--- config.mk ---
export PLATFORM = sky130hd
export DESIGN_NAME = mwsf_win
export DESIGN_NICKNAME = d
export VERILOG_FILES = /design/src/rtl/core/mwsf_pkg.sv /design/src/rtl/core/mwsf_win.sv
export VERILOG_INCLUDE_DIRS = /design/src /design/src/rtl/core
export SDC_FILE = /design/constraint.sdc
export NUM_CORES = 1
export LEC_CHECK = 0
export BUFFER_PORTS_ARGS = -buffer_cell sky130_fd_sc_hd__buf_2
export CORE_ASPECT_RATIO = 0.7
export CORE_UTILIZATION = 45
export DETAILED_ROUTE_END_ITERATION = 16
export PLACE_DENSITY_LB_ADDON = 0.25
export REMOVE_ABC_BUFFERS = 1
export SKIP_CTS_REPAIR_TIMING = 1
export SLEW_MARGIN = 10
export SYNTH_ARGS = -nofsm -noshare
export SYNTH_HDL_FRONTEND = slang
export SYNTH_SLANG_ARGS = --single-unit
--- constraint.sdc ---
create_clock -name clk -period 12 [get_ports clk]
set_input_delay 2.4 -clock clk [delete_from_list [all_inputs] [get_ports clk]]
set_output_delay 2.4 -clock clk [all_outputs]
set_load 0.03 [all_outputs]
--- src/rtl/core/max_window_sum_finder_core_macros.svh ---
// ----------------------------------------------------------------------------
// Assertion macros for the max window sum finder core
// Concurrent assertion wrappers; define ASSERT_OFF to compile them out.
// ----------------------------------------------------------------------------
`ifndef MAX_WINDOW_SUM_FINDER_CORE_MACROS_SVH
`define MAX_WINDOW_SUM_FINDER_CORE_MACROS_SVH

`ifndef ASSERT_OFF

// same-cycle implication
`define MWSF_ASSERT_IMP(lbl, clk, rst_n, ante, cons, msg) \
	lbl: assert property (@(posedge clk) disable iff (!rst_n) (ante) |-> (cons)) \
		else $error(msg);

// next-cycle implication
`define MWSF_ASSERT_NXT(lbl, clk, rst_n, ante, cons, msg) \
	lbl: assert property (@(posedge clk) disable iff (!rst_n) (ante) |=> (cons)) \
		else $error(msg);

`else

`define MWSF_ASSERT_IMP(lbl, clk, rst_n, ante, cons, msg)
`define MWSF_ASSERT_NXT(lbl, clk, rst_n, ante, cons, msg)

`endif

`endif

--- src/rtl/core/mwsf_pkg.sv ---
// ----------------------------------------------------------------------------
// mwsf_pkg
// Shared sizes, register codes and the per-sample control struct.
// ----------------------------------------------------------------------------
package mwsf_pkg;

	localparam int MAX_SIDE     = 64;
	localparam int MAX_WINDOW   = 8;
	localparam int SAMPLE_WIDTH = 16;

	localparam int SIDE_W     = $clog2(MAX_SIDE);
	localparam int SIZE_W     = $clog2(MAX_SIDE + 1);
	localparam int WIN_W      = $clog2(MAX_WINDOW + 1);
	localparam int SLOT_W     = $clog2(MAX_WINDOW);
	localparam int CMP_W      = ((SIZE_W > WIN_W) ? SIZE_W : WIN_W) + 1;
	localparam int LINE_DEPTH = MAX_WINDOW * MAX_SIDE;
	localparam int LINE_AW    = $clog2(LINE_DEPTH);
	localparam int COL_W      = SAMPLE_WIDTH + $clog2(MAX_WINDOW);
	localparam int SUM_W      = SAMPLE_WIDTH + 2 * $clog2(MAX_WINDOW);

	// configuration port
	localparam int MATRIX_REG_W = 7;
	localparam int WINDOW_REG_W = 4;
	localparam int CFG_DATA_W   = 7;
	localparam int CFG_IDX_W    = 1;

	localparam logic [CFG_IDX_W-1:0] REG_MATRIX_SIZE = 1'b0;
	localparam logic [CFG_IDX_W-1:0] REG_WINDOW_SIZE = 1'b1;

	localparam int MATRIX_RESET = 64;
	localparam int WINDOW_RESET = 2;
	localparam int MIN_SIZE     = 2;

	// per-sample control, travels down the pipeline with the sample
	typedef struct packed {
		logic [SIDE_W-1:0] col;
		logic [SLOT_W-1:0] row_slot;
		logic [SLOT_W-1:0] col_slot;
		logic              first_row;
		logic              first_col;
		logic              row_full;
		logic              col_full;
		logic              in_window;
		logic              last;
		logic [SIDE_W-1:0] top;
		logic [SIDE_W-1:0] left;
	} ctl_t;

endpackage

--- src/rtl/core/mwsf_win.sv ---
// ----------------------------------------------------------------------------
// mwsf_win
// Sliding window total over recent column sums, best tracking, result register.
// ----------------------------------------------------------------------------
`include "max_window_sum_finder_core_macros.svh"

module mwsf_win (
	input  logic                               clk,
	input  logic                               arst_n,
	input  logic                               restart,
	input  logic                               cs_valid,
	input  mwsf_pkg::ctl_t                     cs_ctl,
	input  logic signed [mwsf_pkg::COL_W-1:0]  cs,
	input  logic                               out_ready,
	output logic                               out_valid,
	output logic signed [mwsf_pkg::SUM_W-1:0]  best_sum,
	output logic [mwsf_pkg::SIDE_W-1:0]        best_top_row,
	output logic [mwsf_pkg::SIDE_W-1:0]        best_left_col,
	output logic                               found
);

	// stage 2: window total
	logic                              valid_s2;
	mwsf_pkg::ctl_t                    ctl_s2;
	logic signed [mwsf_pkg::COL_W-1:0] cs_s2;
	logic signed [mwsf_pkg::COL_W-1:0] recent_q [mwsf_pkg::MAX_WINDOW];
	logic signed [mwsf_pkg::SUM_W-1:0] wt_q;
	logic signed [mwsf_pkg::SUM_W-1:0] base, dropped, added, tot;

	// stage 3: best tracking
	logic                              valid_s3;
	logic signed [mwsf_pkg::SUM_W-1:0] tot_s3;
	logic                              win_s3;
	logic                              last_s3;
	logic [mwsf_pkg::SIDE_W-1:0]       top_s3, left_s3;

	logic                              have_q;
	logic signed [mwsf_pkg::SUM_W-1:0] best_q;
	logic [mwsf_pkg::SIDE_W-1:0]       top_q, left_q;
	logic                              take, have_nx;
	logic signed [mwsf_pkg::SUM_W-1:0] best_nx;
	logic [mwsf_pkg::SIDE_W-1:0]       top_nx, left_nx;

	// result register
	logic                              out_valid_q;
	logic signed [mwsf_pkg::SUM_W-1:0] sum_q;
	logic [mwsf_pkg::SIDE_W-1:0]       row_q, col_q;
	logic                              found_q;

	always_ff @(posedge clk or negedge arst_n) begin
		if (!arst_n) begin
			valid_s2 <= 1'b0;
			valid_s3 <= 1'b0;
		end else begin
			valid_s2 <= cs_valid;
			valid_s3 <= valid_s2;
		end
	end

	always_ff @(posedge clk) begin
		if (cs_valid) begin
			ctl_s2 <= cs_ctl;
			cs_s2  <= cs;
		end
	end

	// drop the column sum that left the window, add the new one
	always_comb begin
		base    = ctl_s2.first_col ? '0 : wt_q;
		dropped = ctl_s2.col_full
			? {{(mwsf_pkg::SUM_W - mwsf_pkg::COL_W){recent_q[ctl_s2.col_slot][mwsf_pkg::COL_W-1]}},
				recent_q[ctl_s2.col_slot]}
			: '0;
		added   = {{(mwsf_pkg::SUM_W - mwsf_pkg::COL_W){cs_s2[mwsf_pkg::COL_W-1]}}, cs_s2};
		tot     = base - dropped + added;
	end

	always_ff @(posedge clk) begin
		if (valid_s2) begin
			wt_q                      <= tot;
			recent_q[ctl_s2.col_slot] <= cs_s2;
			tot_s3                    <= tot;
			win_s3                    <= ctl_s2.in_window;
			last_s3                   <= ctl_s2.last;
			top_s3                    <= ctl_s2.top;
			left_s3                   <= ctl_s2.left;
		end
	end

	// strict greater keeps the first window on ties
	always_comb begin
		take    = win_s3 && (!have_q || (tot_s3 > best_q));
		have_nx = have_q || take;
		best_nx = take ? tot_s3  : best_q;
		top_nx  = take ? top_s3  : top_q;
		left_nx = take ? left_s3 : left_q;
	end

	always_ff @(posedge clk or negedge arst_n) begin
		if (!arst_n) begin
			have_q <= 1'b0;
			best_q <= '0;
			top_q  <= '0;
			left_q <= '0;
		end else if (restart || (valid_s3 && last_s3)) begin
			have_q <= 1'b0;
			best_q <= '0;
			top_q  <= '0;
			left_q <= '0;
		end else if (valid_s3) begin
			have_q <= have_nx;
			best_q <= best_nx;
			top_q  <= top_nx;
			left_q <= left_nx;
		end
	end

	always_ff @(posedge clk or negedge arst_n) begin
		if (!arst_n) begin
			out_valid_q <= 1'b0;
		end else if (valid_s3 && last_s3) begin
			out_valid_q <= 1'b1;
		end else if (out_ready) begin
			out_valid_q <= 1'b0;
		end
	end

	always_ff @(posedge clk) begin
		if (valid_s3 && last_s3) begin
			sum_q   <= have_nx ? best_nx : '0;
			row_q   <= have_nx ? top_nx  : '0;
			col_q   <= have_nx ? left_nx : '0;
			found_q <= have_nx;
		end
	end

	assign out_valid     = out_valid_q;
	assign best_sum      = sum_q;
	assign best_top_row  = row_q;
	assign best_left_col = col_q;
	assign found         = found_q;

	`MWSF_ASSERT_IMP(a_result_not_lost, clk, arst_n, valid_s3 && last_s3, !out_valid_q || out_ready, "result overwrites pending result")
	`MWSF_ASSERT_NXT(a_best_cleared, clk, arst_n, valid_s3 && last_s3, !have_q, "best tracking not cleared after frame")
	`MWSF_ASSERT_IMP(a_empty_result_zero, clk, arst_n, out_valid_q && !found_q, (sum_q == '0) && (row_q == '0) && (col_q == '0), "empty result not zero")

endmodule

==> summary.md, run 1 <==
| Metric | Value |
|---|---|
| Pin count of the biggest net entering global routing | `43` |
| Initial antenna violation count | `0` |
| Root buf cell | `clkbuf_16` |
| Pre-Repair DR Iteration Count | `7` |
| Chip width | `211 um` |
| Synth warn | `0` |
| HP Class | `flip-flop to flip-flop` |
| Area grow syn2layout | `13.4%` |
| Critical Setup Path Class | `flip-flop to flip-flop` |
| DRT antenna net count | `0` |
| Crit-path max FO | `38` |
| Worst VDD drop | `0.116 mV` |
| Most frequent cells after synthesis | `edfxtp_1 (261), inv_1 (97), nor2_1 (78)` |
| Critical Path AT | `4.99 ns` |
| Final setup fails | `0` |
| Worst setup EP type | `flip-flop` |
| WL final | `27.2 mm` |
| Via density | `5.31` |
| Post-Synthesis Cell Area | `13,800 sq um` |
| Layout cell share with drive strength beyond 1 | `19.0%` |
| Gr ovfl total | `0` |
| Final Slew Violations | `0` |
| Startpoint types | `flip-flop` |
| Fmax | `0.213 GHz` |
| Max_slew headroom | `24.9%` |
| Post-synth top area share | `56.8%` |
| Largest area contributor in the netlist | `edfxtp_1` |
| Run status | `finished clean` |
| Final Skew | `0.0206 ns` |
| Total GRT Usage | `17.9%` |
| Die area | `31,400 sq um` |
| Starting Density | `45.8%` |
| TritonCTS clock tree | `done` |
| Via count | `7,753` |
| DR top layer | `met4` |
| Placer Congestion | `0.828` |
| R2R Setup Slk | `7.30 ns` |
| Main area contributors after synthesis | `edfxtp_1 (57%), dfrtp_1 (6.9%), mux4_2 (6.2%)` |
| CTS Buf Count | `29` |
| EDFF count, synth | `261` |
| Post-synthesis cell count | `935` |
| Drt drc | `0` |
| Post-synthesis sequential area ratio | `64.1%` |
| I/O pins | `90` |
| M1 WL | `13.2 mm` |
| Insertion delay to the later sink of the worst-skew pair | `0.56 ns` |
| Clock Tree Buf Depth | `3` |
| Depth of the CTS H-tree | `1` |
| Worst hold slack | `0.420 ns` |
| Routed wire per std cell | `18.6 um` |
| CTS sink count | `302` |
| # rows | `53` |
| Post-route minimum period | `4.70 ns` |
| Max_cap viols | `0` |
| Vias in the first global route | `7,721` |
| #FFs+latches synth | `302` |
| Critical path required time | `12.29 ns` |
| Final net count | `1,144` |
| Synth async-reset ratio | `12.6%` |
| TNS Setup | `0 ns` |
| Clock transition at path regs | `0.06 ns` |
| DP HPWL | `17.4 mm` |
| RSZ-0062 raised after global routing | `no` |
| Final period util | `39.2%` |
| Actual slew at the worst max-slew pin | `1.12 ns` |
| Cell Pwr Density | `207 nW/um^2` |
| Final hold violations | `0` |
| Pleak | `6.02 nW` |
| PortBufs | `78` |
| Starting DRT DRC Count | `562` |
| Top FF cell, synth | `edfxtp_1` |
| Die Y-Extent | `149 um` |
| Syn_area_per_cell | `14.8 sq um` |
| Detail Route met3 WL | `1.39 mm` |
| Post-synth cell types | `57` |
| First-pass GRT wire length | `43.3 mm` |
| Routed wl met2 | `12.2 mm` |
| Count leader, synth | `edfxtp_1` |
| Core box area | `30,100 sq um` |
==> cells by family (layout without fill, tap and decap cells) <==
family / Yosys count / in the layout / synth area share (%)
flops: 302 / 302 / 64.1
simple gates: 212 / 212 / 7.63
xor+xnor: 16 / 16 / 1.02
mux: 94 / 94 / 10.3
buf+inv: 133 / 245 / 3.84
compound gates: 112 / 112 / 5.98
other cells: 0 / 1 / 0
fa+ha+maj: 66 / 66 / 7.12
==> placed cells by master, fill, tap and decap left out, types with 3 or more instances in the layout <==
master       n
nand4_1      8
buf_2       78
mux2i_1     52
nand2_1     38
ha_1        45
nor2_1      76
bufinv_16    4
clkinv_1     8
buf_4       16
edfxtp_1   261
clkinv_2     6
nand3_1      7
nor3_1       9
a21o_1       4
and3_1       3
o211ai_1     3
xor2_1       7
nor2b_1     21
a22oi_1     22
dfrtp_1     38
mux2_2       4
mux4_2      38
fa_1        21
nand4b_1    11
o211ai_2    10
o21bai_1     3
clkbuf_16   29
a211oi_1     4
o21ai_0     11
a21oi_1     29
xnor2_1      9
inv_1       97
o21a_1       4
nand2b_1    27
==> critical path: stages (launching register included) <==
cell       delay (ns)
dfxtp_2          0.31
buf_4            0.61
mux4_2           0.60
mux2i_1          0.18
nor2b_1          0.09
fa_1             0.56
inv_1            0.06
ha_1             0.31
a211oi_1         0.30
o21bai_1         0.16
nand4_1          0.18
nand2_1          0.20
a211o_1          0.35
a2111oi_0        0.40
a211oi_1         0.10
==> cell type report <==
cell class	count	area [sq um]
sequential	302	8850
tap	412	515
multi-input combinational	500	4460
antenna	1	2.50
fill	2527	14500
clock buffer	31	733
timing repair buffer	94	510
inverter	97	364
clock inverter	23	221
==> final timing paths <==
check                           startpoint         end  cells past startpoint
worst max-delay path             flip-flop  tot_s3[21]                     14
worst min-delay path            ctl_s2[13]      win_s3                      0
worst max register to register   flip-flop  tot_s3[21]                     14
worst min register to register  ctl_s2[13]      win_s3                      0
max in group asynchronous           arst_n  best_q[21]                      1
min in group asynchronous           arst_n   left_q[5]                      1
==> where the power goes <==
group / internal (W) / switching (W) / leakage (nW)
sequential: 0.00131 / 0.0000869 / 2.98
clock: 0.000529 / 0.000394 / 0.466
combinational: 0.000384 / 0.000544 / 2.57
total: 0.00222 / 0.00102 / 6.02
==> per-stage QoR <==
stage	setup slack, ns	power (W)	instances	area (sq um)	utilization, %
floorplan	7.00	0.00210	899	13600	-
global placement	7.34	0.00232	1405	14700	48.8
detailed placement	7.31	0.00234	1405	14700	48.8
CTS	7.28	0.00327	1459	15700	52.0
global route	6.99	0.00343	1459	15700	52.0
finish	7.30	0.00324	1460	15700	52.0
==> layer usage <==
layer	GRT usage [%]	vias up
met5	0	-
met4	2.90	0
met3	3.36	31
met2	27.1	172
met1	27.5	3915
li1	-	3635
==> registers in the layout (all words and copies together) (netlist names), named ones only <==
signal         count
best_left_col      6
valid_s3           1
best_top_row       6
win_s3             1
found              1
best_sum          22
left_s3            6
out_valid          1
top_q              6
tot_s3            22
last_s3            1
have_q             1
left_q             6
cs_s2             19
ctl_s2            19
valid_s2           1
recent_q         152
top_s3             6
best_q            22
No activity file was read; power rests on OpenSTA's default activity.
==> run 2: changes to the inputs <==
ABC_AREA = 1   (was not set)
clock period = 4.81 ns   (was 12 ns; I/O delays follow)
==> run 2 against run 1 <==
Fmax increased by 13%. Final cell count increased by 24%. Largest cell class unchanged. Design area increased by 1.2%. Critical path type unchanged. Routed wire length increased by 10%. Clock power increased to 2.6 times the previous value. Register-to-register slack got worse by 6.6 ns. Setup slack got worse by 6.6 ns. Sequential cell count unchanged. Total power increased by 150%.
==> summary.md, run 2 <==
| Metric | Value |
|---|---|
| Top FF cell, synth | `edfxtp_1` |
| Antenna diodes | `0 (-1)` |
| Syn_area_per_cell | `10.8 sq um (-27%)` |
| Final core occ | `52.4% (+0.38 points)` |
| TritonCTS clock tree | `done` |
| Critical Setup Path Class | `flip-flop to flip-flop` |
| Area grow syn2layout | `13.5%` |
| P_int | `0.00543 W (+140%)` |
| Total GRT Usage | `19.5% (+1.5 points)` |
| Post-synthesis cell count | `1,297 (+39%)` |
| Met3 Usage GRT | `3.56% (+0.20 points)` |
| Hold Crit Depth | `0 (unchanged)` |
| Pre-Repair DR Iteration Count | `5 (-2)` |
| Most frequent cells after synthesis | `edfxtp_1 (261), nand2_1 (223), nor2_1 (173)` |
| Root buf cell | `clkbuf_16` |
| Post-synth cell types | `33 (-42%)` |
| Met1 global-route usage | `29.0% (+1.5 points)` |
| Critical Path AT | `4.47 ns (-0.52 ns)` |
| Via count | `9,312 (+20%)` |
| Die Y-Extent | `149 um (+0.53%)` |
| Clock power share | `29.7% (+1.3 points)` |
| Layout Cells excl Fill | `1,814 (+24%)` |
| Fmax | `0.241 GHz (+13%)` |
| Chip width | `212 um (+0.53%)` |
| CTS sink count | `302 (unchanged)` |
| Crit-path max FO | `34 (-11%)` |
| Core box area | `30,200 sq um (+0.44%)` |
| Flip-flop count of the largest register after layout | `152 (unchanged)` |
| WL final | `30.0 mm (+10%)` |
| Post-Place Worst Slack | `0.741 ns (-6.57 ns)` |
| Final Power | `0.00801 W (+150%)` |
| Layout cell share with drive strength beyond 1 | `12.4% (-6.6 points)` |
| Sequential Power Share | `42.6% (-0.3 points)` |
| PortBufs | `78 (unchanged)` |
| RSZ-0062 raised after global routing | `no` |
| Synth async-reset ratio | `12.6% (unchanged)` |
| Worst VDD drop | `0.271 mV (+130%)` |
| Insertion delay to the later sink of the worst-skew pair | `0.57 ns (about the same)` |
| Post-synth top area share | `56.2% (-0.60 points)` |
| FILL cells | `2,665 (+5.5%)` |
| Largest area contributor in the netlist | `edfxtp_1` |
| Initial antenna violation count | `1 (+1)` |
| Run status | `finished clean` |
| Starting DRT DRC Count | `679 (+21%)` |
| Final setup fails | `0 (unchanged)` |
| Critical path required time | `5.13 ns (-7.16 ns)` |
| Gr ovfl total | `0 (unchanged)` |
| CTS Buf Count | `29 (unchanged)` |
| Placer Congestion | `0.848 (+2.4%)` |
| TNS Setup | `0 ns (unchanged)` |
| Clock Tree Buf Depth | `3 (unchanged)` |
| Via density | `5.13 (-3.3%)` |
| Actual slew at the worst max-slew pin | `1.26 ns (+0.140 ns)` |
| Reg area | `8850 sq um (unchanged)` |
| Sw frac | `32.3% (+0.67 points)` |
| Fin worst setup slack | `0.658 ns (-6.64 ns)` |
| Max_slew headroom | `15.2% (-9.7 points)` |
| Final hold violations | `0 (unchanged)` |
| Post-route minimum period | `4.15 ns (-0.547 ns)` |
| #FFs+latches synth | `302 (unchanged)` |
| Post-Synthesis Cell Area | `14,000 sq um (+1.1%)` |
| DRT antenna net count | `0 (unchanged)` |
| Final Slew Violations | `0 (unchanged)` |
| Worst setup EP type | `flip-flop` |
| Depth of the CTS H-tree | `1 (unchanged)` |
| Final net count | `1,499 (+31%)` |
| Routed wire per std cell | `16.6 um (-11%)` |
| Final Skew | `0.0126 ns (-0.00804 ns)` |
| Combinational fraction of design power | `27.6% (-1.0 points)` |
| Cell Pwr Density | `506 nW/um^2 (+140%)` |
| Worst-case reg-to-reg path depth | `15 (+1)` |
| Final period util | `86.3% (+47 points)` |
| Drt drc | `0 (unchanged)` |
| Busiest grt layer | `met2` |
| Pin count of the biggest net entering global routing | `45 (+4.7%)` |
| Count leader, synth | `edfxtp_1` |
| HP Start | `ctl_s2[11]` |
| # rows | `53 (unchanged)` |
| P_sw | `0.00259 W (+150%)` |
| HP Class | `flip-flop to flip-flop` |
| Synth warn | `0 (unchanged)` |
| Max_cap viols | `0 (unchanged)` |
| Top reg by flops | `recent_q` |
| Total placed cells including tap cells | `1,760 (+25%)` |
| Clock transition at path regs | `0.07 ns (about the same)` |
| First-pass GRT wire length | `48.1 mm (+11%)` |
| Multi-input gate area | `4280 sq um (-4.0%)` |
| M2 GR Usage | `29.8% (+2.7 points)` |
| Most common cell after layout, fill and taps aside | `edfxtp_1` |
| Die area | `31,700 sq um (+1.1%)` |
| Post-synthesis sequential area ratio | `63.4% (-0.68 points)` |
| Vias in the first global route | `9,063 (+17%)` |
| Main area contributors after synthesis | `edfxtp_1 (56%), dfrtp_1 (6.8%), nand2_1 (6.0%)` |
| EDFF count, synth | `261 (unchanged)` |
| Startpoint types | `flip-flop` |
| Pleak | `6.65 nW (+11%)` |
| I/O pins | `90 (unchanged)` |
| Commonest cells after routing, fill and taps aside | `edfxtp_1 (261), nand2_1 (223), nor2_1 (171)` |
| DP HPWL | `18.8 mm (+7.9%)` |
| Starting Density | `46.1% (+0.29 points)` |
-- run 2: cell count changes in the layout (fill, tap and decap cells not counted), moves of 11 or more --
cell and change:
o21ai_0 +94, nand2_1 +185, mux2i_1 -52, nor2_1 +95
nand3_1 +74, nand2_2 +19, a31oi_1 +17, o22ai_1 +18
mux4_2 -38, nand2b_1 -27, nand4b_1 -11, a22oi_1 -22
nor2b_1 -21, inv_1 +67
-- run 2: power by group through the flow --
stage	Clock, W	Combinational (W)	Sequential, W
after CTS	0.00243	0.00220	0.00342
after global placement	0	0.00212	0.00347
after detailed placement	0	0.00217	0.00347
final	0.00238	0.00221	0.00342
after global routing	0.00253	0.00253	0.00345
after floorplan	0	0.00156	0.00349
-- run 2: area by class of cell --
type                    count  area share (%)
repair buffers            100            3.67
inverters                 166            3.93
clock inverters            16            1.15
flip-flops and latches    302            55.9
multi-input cells         780            27.0
clock buffers              38            5.11
well taps                 412            3.25
-- run 2: logic make-up (layout without fill, tap and decap cells) --
| group | after synthesis | in the layout | share of synthesized area [%] |
|---|---|---|---|
| DFF | 302 | 302 | 63.4 |
| xor gates and xnor gates | 22 | 22 | 1.38 |
| adders and majority gates | 66 | 66 | 7.05 |
| AOI/OAI and AO/OA | 184 | 184 | 7.12 |
| and+or+nand+nor | 508 | 508 | 15.0 |
| buffers and inverters | 215 | 320 | 5.98 |
-- run 2: final timing paths --
check                              to  slack, ns
min                         top_s3[5]       0.42
max                        tot_s3[18]       0.66
min reg2reg                 top_s3[5]       0.42
max reg2reg                tot_s3[18]       0.66
min in group asynchronous    top_q[4]       0.54
max in group asynchronous    valid_s3       3.64
-- run 2: layer usage --
layer / up-vias / part of all wire [%]
met2: 251 / 44
met4: 0 / 1.5
li1: 4519 / -
met3: 37 / 6.3
met5: - / 0
met1: 4505 / 48
-- run 2: critical path: stages (launching register included) --
cell      delay, ns
dfxtp_1        0.44
buf_4          0.45
o21ai_0        0.16
o22ai_1        0.20
o21ai_0        0.10
a31oi_1        0.26
fa_1           0.51
fa_1           0.47
nand3b_1       0.17
nand2_1        0.17
a21oi_1        0.13
o21ai_1        0.35
nand3_1        0.13
nand2_1        0.14
a21oi_1        0.10
xnor2_1        0.13
-- run 2: through the flow --
step | hold WS, ns | area [sq um]
2_1_floorplan | 0.400 | 13700
5_1_grt | 0.428 | 15800
3_3_place_gp | 0.405 | 14800
3_5_place_dp | 0.405 | 14800
4_1_cts | 0.421 | 15800
6_report | 0.419 | 15800
