--- config.mk ---
export PLATFORM = sky130hd
export DESIGN_NAME = mwsf_seq
export DESIGN_NICKNAME = d
export VERILOG_FILES = /design/src/rtl/core/mwsf_pkg.sv /design/src/rtl/core/mwsf_seq.sv
export VERILOG_INCLUDE_DIRS = /design/src /design/src/rtl/core
export SDC_FILE = /design/constraint.sdc
export NUM_CORES = 1
export LEC_CHECK = 0
export BUFFER_PORTS_ARGS = -buffer_cell sky130_fd_sc_hd__clkbuf_2
export CAP_MARGIN = 10
export CORE_ASPECT_RATIO = 1.25
export CORE_MARGIN = 5
export CORE_UTILIZATION = 60
export CTS_BUF_LIST = sky130_fd_sc_hd__clkbuf_8
export CTS_CLUSTER_SIZE = 24
export DETAILED_ROUTE_END_ITERATION = 16
export PLACE_DENSITY_LB_ADDON = 0.1
export SLEW_MARGIN = 20
export SYNTH_ARGS = -nofsm -noshare
export SYNTH_HDL_FRONTEND = slang
export SYNTH_SLANG_ARGS = --single-unit
export TNS_END_PERCENT = 10
--- constraint.sdc ---
create_clock -name clk -period 6.19 [get_ports clk]
set_input_delay 0.3095 -clock clk [delete_from_list [all_inputs] [get_ports clk]]
set_output_delay 0.3095 -clock clk [all_outputs]
set_load 0.005 [all_outputs]
--- src/rtl/core/max_window_sum_finder_core_macros.svh ---
// ----------------------------------------------------------------------------
// Assertion macros for the max window sum finder core
// Concurrent assertion wrappers; define ASSERT_OFF to compile them out.
// ----------------------------------------------------------------------------
`ifndef MAX_WINDOW_SUM_FINDER_CORE_MACROS_SVH
`define MAX_WINDOW_SUM_FINDER_CORE_MACROS_SVH

`ifndef ASSERT_OFF

// same-cycle implication
`define MWSF_ASSERT_IMP(lbl, clk, rst_n, ante, cons, msg) \
	lbl: assert property (@(posedge clk) disable iff (!rst_n) (ante) |-> (cons)) \
		else $error(msg);

// next-cycle implication
`define MWSF_ASSERT_NXT(lbl, clk, rst_n, ante, cons, msg) \
	lbl: assert property (@(posedge clk) disable iff (!rst_n) (ante) |=> (cons)) \
		else $error(msg);

`else

`define MWSF_ASSERT_IMP(lbl, clk, rst_n, ante, cons, msg)
`define MWSF_ASSERT_NXT(lbl, clk, rst_n, ante, cons, msg)

`endif

`endif

--- src/rtl/core/mwsf_pkg.sv ---
// ----------------------------------------------------------------------------
// mwsf_pkg
// Shared sizes, register codes and the per-sample control struct.
// ----------------------------------------------------------------------------
package mwsf_pkg;

	localparam int MAX_SIDE     = 64;
	localparam int MAX_WINDOW   = 8;
	localparam int SAMPLE_WIDTH = 16;

	localparam int SIDE_W     = $clog2(MAX_SIDE);
	localparam int SIZE_W     = $clog2(MAX_SIDE + 1);
	localparam int WIN_W      = $clog2(MAX_WINDOW + 1);
	localparam int SLOT_W     = $clog2(MAX_WINDOW);
	localparam int CMP_W      = ((SIZE_W > WIN_W) ? SIZE_W : WIN_W) + 1;
	localparam int LINE_DEPTH = MAX_WINDOW * MAX_SIDE;
	localparam int LINE_AW    = $clog2(LINE_DEPTH);
	localparam int COL_W      = SAMPLE_WIDTH + $clog2(MAX_WINDOW);
	localparam int SUM_W      = SAMPLE_WIDTH + 2 * $clog2(MAX_WINDOW);

	// configuration port
	localparam int MATRIX_REG_W = 7;
	localparam int WINDOW_REG_W = 4;
	localparam int CFG_DATA_W   = 7;
	localparam int CFG_IDX_W    = 1;

	localparam logic [CFG_IDX_W-1:0] REG_MATRIX_SIZE = 1'b0;
	localparam logic [CFG_IDX_W-1:0] REG_WINDOW_SIZE = 1'b1;

	localparam int MATRIX_RESET = 64;
	localparam int WINDOW_RESET = 2;
	localparam int MIN_SIZE     = 2;

	// per-sample control, travels down the pipeline with the sample
	typedef struct packed {
		logic [SIDE_W-1:0] col;
		logic [SLOT_W-1:0] row_slot;
		logic [SLOT_W-1:0] col_slot;
		logic              first_row;
		logic              first_col;
		logic              row_full;
		logic              col_full;
		logic              in_window;
		logic              last;
		logic [SIDE_W-1:0] top;
		logic [SIDE_W-1:0] left;
	} ctl_t;

endpackage

--- src/rtl/core/mwsf_seq.sv ---
// ----------------------------------------------------------------------------
// mwsf_seq
// Config registers, raster position counters and per-sample control flags.
// ----------------------------------------------------------------------------
`include "max_window_sum_finder_core_macros.svh"

module mwsf_seq (
	input  logic                                clk,
	input  logic                                arst_n,
	input  logic                                wr_en,
	input  logic [mwsf_pkg::CFG_IDX_W-1:0]      wr_index,
	input  logic [mwsf_pkg::CFG_DATA_W-1:0]     wr_data,
	input  logic                                in_valid,
	input  logic                                out_busy,
	output logic                                in_ready,
	output logic                                accept,
	output logic                                restart,
	output mwsf_pkg::ctl_t                      ctl
);

	logic [mwsf_pkg::SIZE_W-1:0] n_q;
	logic [mwsf_pkg::WIN_W-1:0]  m_q;
	logic [mwsf_pkg::SIDE_W-1:0] r_q;
	logic [mwsf_pkg::SIDE_W-1:0] c_q;
	logic [mwsf_pkg::SLOT_W-1:0] rslot_q;
	logic [mwsf_pkg::SLOT_W-1:0] cslot_q;

	logic [mwsf_pkg::MATRIX_REG_W-1:0] n_raw;
	logic [mwsf_pkg::WINDOW_REG_W-1:0] m_raw;
	logic [mwsf_pkg::SIZE_W-1:0]       n_wr;
	logic [mwsf_pkg::WIN_W-1:0]        m_wr;

	logic [mwsf_pkg::CMP_W-1:0] r_c, c_c, rp1, cp1, m_c, n_c;
	logic                       last_col;
	logic                       rslot_wrap, cslot_wrap;

	// clamp written sizes into the supported range
	always_comb begin
		n_raw = wr_data[mwsf_pkg::MATRIX_REG_W-1:0];
		m_raw = wr_data[mwsf_pkg::WINDOW_REG_W-1:0];
		if (int'(n_raw) < mwsf_pkg::MIN_SIZE) begin
			n_wr = mwsf_pkg::SIZE_W'(mwsf_pkg::MIN_SIZE);
		end else if (int'(n_raw) > mwsf_pkg::MAX_SIDE) begin
			n_wr = mwsf_pkg::SIZE_W'(mwsf_pkg::MAX_SIDE);
		end else begin
			n_wr = mwsf_pkg::SIZE_W'(n_raw);
		end
		if (int'(m_raw) < mwsf_pkg::MIN_SIZE) begin
			m_wr = mwsf_pkg::WIN_W'(mwsf_pkg::MIN_SIZE);
		end else if (int'(m_raw) > mwsf_pkg::MAX_WINDOW) begin
			m_wr = mwsf_pkg::WIN_W'(mwsf_pkg::MAX_WINDOW);
		end else begin
			m_wr = mwsf_pkg::WIN_W'(m_raw);
		end
	end

	always_comb begin
		r_c = mwsf_pkg::CMP_W'(r_q);
		c_c = mwsf_pkg::CMP_W'(c_q);
		m_c = mwsf_pkg::CMP_W'(m_q);
		n_c = mwsf_pkg::CMP_W'(n_q);
		rp1 = r_c + mwsf_pkg::CMP_W'(1);
		cp1 = c_c + mwsf_pkg::CMP_W'(1);

		last_col   = (cp1 == n_c);
		rslot_wrap = (mwsf_pkg::CMP_W'(rslot_q) + mwsf_pkg::CMP_W'(1) == m_c);
		cslot_wrap = (mwsf_pkg::CMP_W'(cslot_q) + mwsf_pkg::CMP_W'(1) == m_c);

		ctl.col       = c_q;
		ctl.row_slot  = rslot_q;
		ctl.col_slot  = cslot_q;
		ctl.first_row = (r_q == '0);
		ctl.first_col = (c_q == '0);
		ctl.row_full  = (r_c >= m_c);
		ctl.col_full  = (c_c >= m_c);
		ctl.in_window = (rp1 >= m_c) && (cp1 >= m_c);
		ctl.last      = last_col && (rp1 == n_c);
		ctl.top       = mwsf_pkg::SIDE_W'(rp1 - m_c);
		ctl.left      = mwsf_pkg::SIDE_W'(cp1 - m_c);
	end

	// hold the frame's last sample while the previous result still waits
	assign in_ready = !(ctl.last && out_busy);
	assign accept   = in_valid && in_ready;
	assign restart  = wr_en;

	always_ff @(posedge clk or negedge arst_n) begin
		if (!arst_n) begin
			n_q     <= mwsf_pkg::SIZE_W'(mwsf_pkg::MATRIX_RESET);
			m_q     <= mwsf_pkg::WIN_W'(mwsf_pkg::WINDOW_RESET);
			r_q     <= '0;
			c_q     <= '0;
			rslot_q <= '0;
			cslot_q <= '0;
		end else if (wr_en) begin
			case (wr_index)
				mwsf_pkg::REG_MATRIX_SIZE: n_q <= n_wr;
				mwsf_pkg::REG_WINDOW_SIZE: m_q <= m_wr;
				default: ;
			endcase
			r_q     <= '0;
			c_q     <= '0;
			rslot_q <= '0;
			cslot_q <= '0;
		end else if (accept) begin
			if (last_col) begin
				c_q     <= '0;
				cslot_q <= '0;
				if (ctl.last) begin
					r_q     <= '0;
					rslot_q <= '0;
				end else begin
					r_q     <= r_q + mwsf_pkg::SIDE_W'(1);
					rslot_q <= rslot_wrap ? '0 : rslot_q + mwsf_pkg::SLOT_W'(1);
				end
			end else begin
				c_q     <= c_q + mwsf_pkg::SIDE_W'(1);
				cslot_q <= cslot_wrap ? '0 : cslot_q + mwsf_pkg::SLOT_W'(1);
			end
		end
	end

	`MWSF_ASSERT_IMP(a_pos_in_frame, clk, arst_n, 1'b1, (r_c < n_c) && (c_c < n_c), "position outside matrix")

endmodule

==> flow_summary.ini, run 1 <==
[global_routing]
antenna_found_initial = 0
grt_pass1_vias = 2126
grt_usage_pct = 21.9
grt_max_degree = 30
grt-ovfl-total = 0
grt_pass1_wl_mm = 10.4

[routing]
drt_wl_total_mm = 6.26
drt-pass1-iter-count = 4
via_per_inst = 5.90
wl_per_cell_microns = 16.1
detail-route-antenna-nets = 0
drt_iter0_markers = 122
drc = 0
num_vias = 2294

[power]
vdd_drop_max_v = 0.000182
power.density_mw_per_mm2 = 213
p_leak_nw = 1.44

[floorplan]
rows = 27
die_w_microns = 69.5
ios = 46
die_h_microns = 84.4
die_area_sq_mm = 0.00586
start_util_pct = 60.9
core_area_sq_mm = 0.00436

[placed_design]
portBuffers = 45
gp_congestion = 0.816
hpwl_mm = 4.81
post_dp_cell_area_sq_mm = 0.00287

[critical_path]
cp_max_fo = 9
crit_arrival_ns = 2.80
path_class = reg2out
r2r-end = r_q[3]
crit_path_start_kind = flop
reg2reg_depth = 7
r2r_start = r_q[0]
reg2reg_slack_ns = 3.11
critical_path_required_ns = 5.88
cp-end-kind = output pin

[clock_tree]
cts_tree = done
clockRootBuffer = clkbuf_8
htreeDepth = 2
clkTransAtPathRegs_ns = 0.06
cts_buffers = 5
clockBufferDepth = 2
cts_resized = 0
cts_hold_buf = 0
post_cts_buffers = 0
clock-sinks = 29
clock_latency_ns = 0.28

[sta]
tightest_slew_ns = 0.840
finalCriticalPeriod_ns = 3.11
setup_viol = 0
rsz0062_at_grt = false
clock.fmax_mhz = 321
relSlewSlack_pct = 43.7
slew_viol_final = 0
post-route-period-util_pct = 50.2
finalSetupTns_ns = 0
hold_viol_final = 0
clock_skew_ns = 0.00822

[logic_synthesis]
syn-cell-area_sq_mm = 0.00265
synth-main-ff-cell = dfrtp_1
async_reset_ff_share_pct = 100
ys_types = 64
synth_fp_nets = 327
ys_seq_area_share_pct = 27.4
yosys_register_bits = 29
synth-edff-count = 0
syn_inst = 290
synth_warnings = 0
syn_avg_cell_area_sq_um = 9.15

[cells_and_area]
drive_gt1_share_pct = 21.8
syn2layout_area_growth_pct = 11.6
fin_nets = 367
fin_area_sq_mm = 0.00296
antenna_cells = 0
fin_util_pct = 68.0

[run_status]
status = complete, no violations

[run]
maxCapViolCount = 0

[min_path]
hold_class = in2async
[critical path, stage by stage, from the launching register on]
cell	delay, ns
dfrtp_1	0.48
inv_1	0.10
ha_1	0.39
xor2_1	0.17
or4_1	0.58
a211oi_4	0.40
a31oi_4	0.22
clkbuf_2	0.16
[state kept, by name (all words and copies together) (netlist names)]
name     cells
cslot_q      3
m_q          4
c_q          6
n_q          7
rslot_q      3
r_q          6
[synthesized netlist by cell type (4+ instances only)]
cell	count	area (sq um)
a21oi_1	8	40.0
dfrtp_1	27	676
nand3_1	10	50.1
ha_1	22	275
nor3_1	7	35.0
xnor2_1	15	131
xor2_1	20	175
inv_1	18	67.6
o21ai_0	12	60.1
o21ai_1	5	25.0
nor2_1	9	33.8
buf_4	4	30.0
a21o_1	11	82.6
a31oi_1	5	31.3
nand2_1	30	113
nor4_1	4	25.0
nand2b_1	10	62.6
[placed cells by master, fill, tap and decap left out, types with 3 or more instances in the layout]
master,netlist,final
clkbuf_2,0,45
nand2_1,30,30
dfrtp_1,27,27
ha_1,22,22
inv_1,18,20
xor2_1,20,20
xnor2_1,15,15
o21ai_0,12,12
a21o_1,11,11
nand3_1,10,10
nand2b_1,10,10
nor2_1,9,9
a21oi_1,8,8
nor3_1,7,7
clkbuf_8,0,6
a31oi_1,5,5
o21ai_1,5,5
nor4_1,4,4
a22o_1,3,3
and2_1,3,3
mux2_2,3,3
o31ai_1,3,3
[layer usage]
layer	wire, microns	vias up	track usage, %
met1	2750	1117	27.5
met4	76	0	5.33
met2	3150	60	38.7
met5	0	-	0
li1	-	1104	-
met3	288	13	4.19
[worst max path at each step]
stage | startpoint | end | slack (ns) | cells after the start
2_1_floorplan | c_q[0] | rslot_q[2] | 3.56 | 8
4_1_cts | r_q[0] | accept | 3.09 | 7
3_5_place_dp | r_q[0] | rslot_q[1] | 3.13 | 7
3_3_place_gp | r_q[0] | r_q[1] | 3.24 | 7
5_1_grt | r_q[0] | r_q[3] | 2.84 | 7
6_report | r_q[0] | accept | 3.08 | 7
[kinds of logic (layout without fill, tap and decap cells)]
| logic type | Yosys count | after routing | share of synthesized area (%) |
|---|---|---|---|
| compound gates | 62 | 62 | 16.6 |
| xor+xnor | 37 | 37 | 13.0 |
| fa+ha+maj | 24 | 24 | 11.9 |
| buf+inv | 30 | 71 | 5.52 |
| flops | 29 | 29 | 27.4 |
| mux | 5 | 5 | 2.03 |
| simple gates | 103 | 103 | 23.5 |
[per-stage QoR]
step | hold slack [ns] | instances | total power, mW | worst slack, ns
after global placement | 0.392 | 381 | 0.473 | 3.24
after detailed placement | 0.408 | 381 | 0.479 | 3.13
after floorplan | 0.0139 | 290 | 0.394 | 3.56
after global routing | 0.136 | 389 | 0.678 | 2.84
final | 0.0859 | 389 | 0.630 | 3.08
after CTS | 0.100 | 389 | 0.637 | 3.09
[power breakdown]
group          switching [mW]  internal, mW  leakage, nW
clock                  0.0690        0.0871       0.0538
sequential             0.0300         0.206        0.385
combinational           0.123         0.115         1.00
total                   0.222         0.408         1.44
[cell type report]
type / instances / area, sq um
clock buffers: 6 / 82.6
clock inverters: 2 / 7.51
fillers: 385 / 1400
inverters: 18 / 67.6
multi-input cells: 231 / 1780
flip-flops and latches: 29 / 728
well taps: 58 / 72.6
repair buffers: 45 / 225
No activity file was read; power rests on OpenSTA's default activity.
==> inputs of run 2 (changes only) <==
--- a/config.mk
+++ b/config.mk
@@ -10,7 +10,7 @@
 export CAP_MARGIN = 10
 export CORE_ASPECT_RATIO = 1.25
 export CORE_MARGIN = 5
-export CORE_UTILIZATION = 60
+export CORE_UTILIZATION = 53
 export CTS_BUF_LIST = sky130_fd_sc_hd__clkbuf_8
 export CTS_CLUSTER_SIZE = 24
 export DETAILED_ROUTE_END_ITERATION = 16
==> constraint.sdc (replaced) <==
create_clock -name clk -period 2.55 [get_ports clk]
set_input_delay 0.1275 -clock clk [delete_from_list [all_inputs] [get_ports clk]]
set_output_delay 0.1275 -clock clk [all_outputs]
set_load 0.005 [all_outputs]
==> flow_summary.ini, run 2 (synthesis results as in run 1) <==
[cells_and_area]
top_register = n_q
mostFrequentLayoutCells = clkbuf_2 (45), buf_4 (35), nand2_1 (30), dfrtp_1 (25), xor2_1 (18)
syn2layout_area_growth_pct = 27.4
final-instance-count-excl-fill = 428
seqCellArea_sq_um = 731
final_common_cell = clkbuf_2
fin_nets = 405
multi_input_area_sq_mm = 0.00190
largest_reg_flops = 7
largestRegisters = n_q: 7 flops, c_q: 6 flops, r_q: 6 flops
fin_area_sq_mm = 0.00338
fillers = 386
antenna_cells = 0
drive_gt1_share_pct = 35.3

[sta]
layout_setup_ws_ns = -0.0929
clock.fmax_mhz = 378
clock_skew_ns = 0.00938
tightest_slew_ns = 0.760
finalCriticalPeriod_ns = 2.64
hold_viol_final = 0
setup_viol = 2
post-route-period-util_pct = 104
rsz0062_at_grt = true
relSlewSlack_pct = 49.3
slew_viol_final = 0
hold_slack_ns = 0.0915

[run_status]
violations = setup timing
status = finished with violations

[clock_tree]
clock_latency_ns = 0.29
clkTransAtPathRegs_ns = 0.06
clockBufferDepth = 2
clock-sinks = 29
cts_tree = done
cts_buffers = 5
htreeDepth = 2
clockRootBuffer = clkbuf_8

[critical_path]
timing.critical_path.from = r_q[0]
crit_slowest_cell = or4b_1
path_cells = buf_4 > and4_4 > and3b_1 > o211ai_1 > a211oi_4 > buf_4 > or4_4 > or4b_1 > o21ai_1
cp-endpoint = rslot_q[2]
r2r-end = rslot_q[2]
cp.buffers_inverters = 2
critical-path-max-stage-delay_ns = 0.52
crit_top_cell = buf_4
cp-end-kind = flop
crit_path_start_kind = flop
cp_max_fo = 5
path_class = reg2reg
r2r_start = r_q[0]
reg2reg_slack_ns = -0.09
reg2reg_depth = 9
path_delay_family = simple AND/OR/NAND/NOR gates
critical_path_required_ns = 2.76
crit_cells = 9
crit_arrival_ns = 2.86

[routing]
met3_length_microns = 238
wl_per_cell_microns = 15.9
wl_met1_mm = 3.08
detail-route-antenna-nets = 0
met2_length_mm = 3.34
top_layer = met4
num_vias = 2370
via_per_inst = 5.54
drt_wl_total_mm = 6.80
drt_iter0_markers = 74
drc = 0
drt-pass1-iter-count = 4

[placed_design]
place_worst_setup_slack_ns = -0.0839
gp_congestion = 0.863
post_dp_cell_area_sq_mm = 0.00312
place_inst = 413
portBuffers = 45
hpwl_mm = 5.32

[global_routing]
grt_max_degree = 30
grt_pass1_wl_mm = 11.2
antenna_found_initial = 0
grt_usage_pct = 22.4
grt-ovfl-total = 0
grt_pass1_vias = 2324

[floorplan]
start_util_pct = 55.3
core_area_sq_mm = 0.00480
die_area_sq_mm = 0.00653
die_w_microns = 73.3
ios = 46
die_h_microns = 89.1
rows = 28

[min_path]
hold_class = in2reg

[power]
p_leak_nw = 1.64
power_mw = 1.62
power.density_mw_per_mm2 = 480
vdd_drop_max_v = 0.000357

[run]
maxCapViolCount = 0
==> run 2: changes by cell type in the layout (fill, tap and decap cells not counted), moves of 3 or more <==
cell	change
buf_4	+35
ha_1	-6
ha_4	+5
inv_1	-3
==> run 2: what timing repair did <==
| item | 4_1_cts | 5_1_grt |
|---|---|---|
| setup buffers | 4 | 3 |
| hold buffers | 1 | 0 |
| pin swaps | 8 | 5 |
| endpoints found under the setup margin | 11 | 19 |
| endpoints found under the hold margin | 27 | 0 |
| resized for setup | 16 | 6 |
==> run 2: worst min-delay path by stage <==
stage / depth (start not counted) / from / slack [ns] / to
after global placement: 1 / arst_n / 0.23 / cslot_q[2]
final: 3 / wr_data[0] / 0.09 / m_q[0]
after global routing: 2 / wr_data[6] / 0.11 / n_q[1]
after floorplan: 0 / arst_n / -0.17 / c_q[0]
after CTS: 3 / wr_data[0] / 0.08 / m_q[0]
after detailed placement: 1 / arst_n / 0.22 / cslot_q[2]
==> run 2: report_power, final <==
group	switching (mW)	total (mW)	leakage, nW	internal [mW]
combinational	0.327	0.663	1.21	0.337
clock	0.178	0.388	0.0485	0.210
sequential	0.0689	0.570	0.382	0.501
total	0.574	1.62	1.64	1.05
==> run 2: layer usage <==
layer | vias up | GRT usage (%)
met1 | 1118 | 28.6
li1 | 1185 | -
met5 | - | 0
met2 | 57 | 38.6
met4 | 0 | 7.74
met3 | 10 | 3.04
==> run 2: layout make-up <==
class | instances | area share [%]
inverters | 18 | 2.00
well taps | 60 | 2.22
clock buffers | 6 | 2.44
multi-input cells | 231 | 56.2
flip-flops and latches | 29 | 21.6
repair buffers | 83 | 15.4
clock inverters | 1 | 0.111
==> run 2: through the flow <==
stage	setup TNS (ns)	utilization [%]
floorplan	0	-
global placement	0	64.9
detailed placement	-0.0872	64.9
CTS	-0.403	69.4
global route	-0.992	70.4
finish	-0.159	70.4
==> run 2: tightest hold or removal path: cells and delay by family <==
family	cells	cell delay, ns
buffers and inverters	2	0.14
AOI/OAI and AO/OA	1	0.07
==> inputs of run 3 (changes only) <==
--- a/config.mk
+++ b/config.mk
@@ -8,7 +8,6 @@
 export LEC_CHECK = 0
 export BUFFER_PORTS_ARGS = -buffer_cell sky130_fd_sc_hd__clkbuf_2
 export CAP_MARGIN = 10
-export CORE_ASPECT_RATIO = 1.25
 export CORE_MARGIN = 5
 export CORE_UTILIZATION = 53
 export CTS_BUF_LIST = sky130_fd_sc_hd__clkbuf_8
==> flow_summary.ini, run 3 (synthesis results as in run 1) <==
[run_status]
status = finished with violations
violations = setup timing

[sta]
clock.fmax_mhz = 378
rsz0062_at_grt = true
finalSetupTns_ns = -0.470
relSlewSlack_pct = 51.5
tightest_slew_ns = 0.728
finalCriticalPeriod_ns = 2.64
post-route-period-util_pct = 104
slew_viol_final = 0
layout_setup_ws_ns = -0.0940
hold_viol_final = 0
clock_skew_ns = 0.00602
setup_viol = 11

[clock_tree]
clock_latency_ns = 0.29
clkTransAtPathRegs_ns = 0.06
cts_tree = done
cts_buffers = 5
htreeDepth = 2
clockBufferDepth = 2
clock-sinks = 29
clockRootBuffer = clkbuf_8

[cells_and_area]
antenna_cells = 0
largest_reg_flops = 7
fin_util_pct = 71.8
top_register = n_q
fin_nets = 408
final_common_cell = clkbuf_2
drive_gt1_share_pct = 37.1
mostFrequentLayoutCells = clkbuf_2 (44), buf_4 (35), nand2_1 (30), dfrtp_1 (22), xor2_1 (19)
syn2layout_area_growth_pct = 29.4
largestRegisters = n_q: 7 flops, c_q: 6 flops, r_q: 6 flops

[routing]
num_vias = 2422
drt-pass1-iter-count = 4
via_per_inst = 5.52
detail-route-antenna-nets = 0
drt_iter0_markers = 108
drc = 0
wl_per_cell_microns = 16.1
drt_wl_total_mm = 7.06

[floorplan]
start_util_pct = 55.5
die_w_microns = 80.8
core_area_sq_mm = 0.00479
ios = 46
rows = 25
die_h_microns = 80.8
die_area_sq_mm = 0.00652

[global_routing]
grt-ovfl-total = 0
grt_max_degree = 30
grt_pass1_wl_mm = 11.6
grt_pass1_vias = 2355
antenna_found_initial = 0
grt_usage_pct = 23.2

[critical_path]
critical-path-max-stage-delay_ns = 0.54
cp_max_fo = 4
path_cells = buf_4 > inv_2 > ha_4 > xor2_1 > or4_4 > a211oi_4 > buf_4 > a31oi_4 > clkbuf_2
crit_arrival_ns = 2.52
crit_slowest_cell = or4_4
critical_path_required_ns = 2.42
crit_path_start_kind = flop
cp-end-kind = output pin
path_class = reg2out
crit_top_cell = buf_4

[power]
clkPwrFrac_pct = 25.5
p_leak_nw = 1.65
pwr-share-comb_pct = 39.9
vdd_drop_max_v = 0.000410
switchingPower_mw = 0.583
power.density_mw_per_mm2 = 484
p_int_mw = 1.08
pwr-share-seq_pct = 34.6
swShare_pct = 35.1

[placed_design]
portBuffers = 45
gp_congestion = 0.808
hpwl_mm = 5.31

[run]
maxCapViolCount = 0

[min_path]
hold_class = in2reg
[run 3: power by group through the flow]
stage | logic (mW) | registers, mW | clock network (mW)
after floorplan | 0.413 | 0.549 | 0
after global placement | 0.614 | 0.576 | 0
after detailed placement | 0.631 | 0.578 | 0
after CTS | 0.653 | 0.570 | 0.432
after global routing | 0.737 | 0.581 | 0.451
final | 0.663 | 0.574 | 0.424
[run 3: what timing repair did]
item / CTS / global route
pin swaps: 10 / 9
resized for setup: 12 / 18
endpoints found under the setup margin: 13 / 25
hold buffers: 1 / 0
setup buffers: 8 / 4
endpoints found under the hold margin: 27 / 0
cloned: 0 / 1
[run 3: layout make-up]
type                    instances  area, sq um
multi-input cells             231         1890
clock inverters                 1         5.00
fillers                       379         1350
clock buffers                   7         96.3
repair buffers                 86          561
well taps                      67         83.8
inverters                      18         67.6
flip-flops and latches         29          734
[run 3: worst max-delay path, delay by kind of cell, from the launching register on]
kind                     cells  cell delay [ns]
flip-flops                   1             0.44
AO/OA/AOI/OAI                2             0.38
buffers and inverters        4             0.53
adder cells (fa/ha/maj)      1             0.20
AND/OR/NAND/NOR              1             0.54
XOR/XNOR                     1             0.14
[run 3: final timing paths]
check                      slack (ns)  cells past startpoint       start    endpoint
max                             -0.09                      9      r_q[1]      accept
min                              0.08                      3  wr_data[5]      n_q[5]
max reg2reg                     -0.07                      8      r_q[1]  rslot_q[2]
min reg2reg                      0.55                      2  rslot_q[1]  rslot_q[1]
max in group asynchronous        1.61                      2      arst_n      r_q[1]
min in group asynchronous        0.43                      2      arst_n  cslot_q[0]
[run 3: layer usage]
layer  global-route usage [%]  routed length (microns)  vias up
met4                     10.3                      155        0
li1                         -                        -     1192
met1                     31.0                     3140     1140
met3                     2.77                      431       12
met5                        0                        0        -
met2                     38.0                     3330       78
[run 3: through the flow]
stage	area (sq um)	cells	hold slack [ns]	setup WS, ns	power, mW
2_1_floorplan	2670	290	-0.168	0.0429	0.962
3_3_place_gp	3110	418	0.211	0.0195	1.19
3_5_place_dp	3110	418	0.213	-0.0621	1.21
4_1_cts	3330	435	0.0803	-0.0997	1.66
5_1_grt	3430	439	0.0899	-0.151	1.77
6_report	3430	439	0.0832	-0.0940	1.66
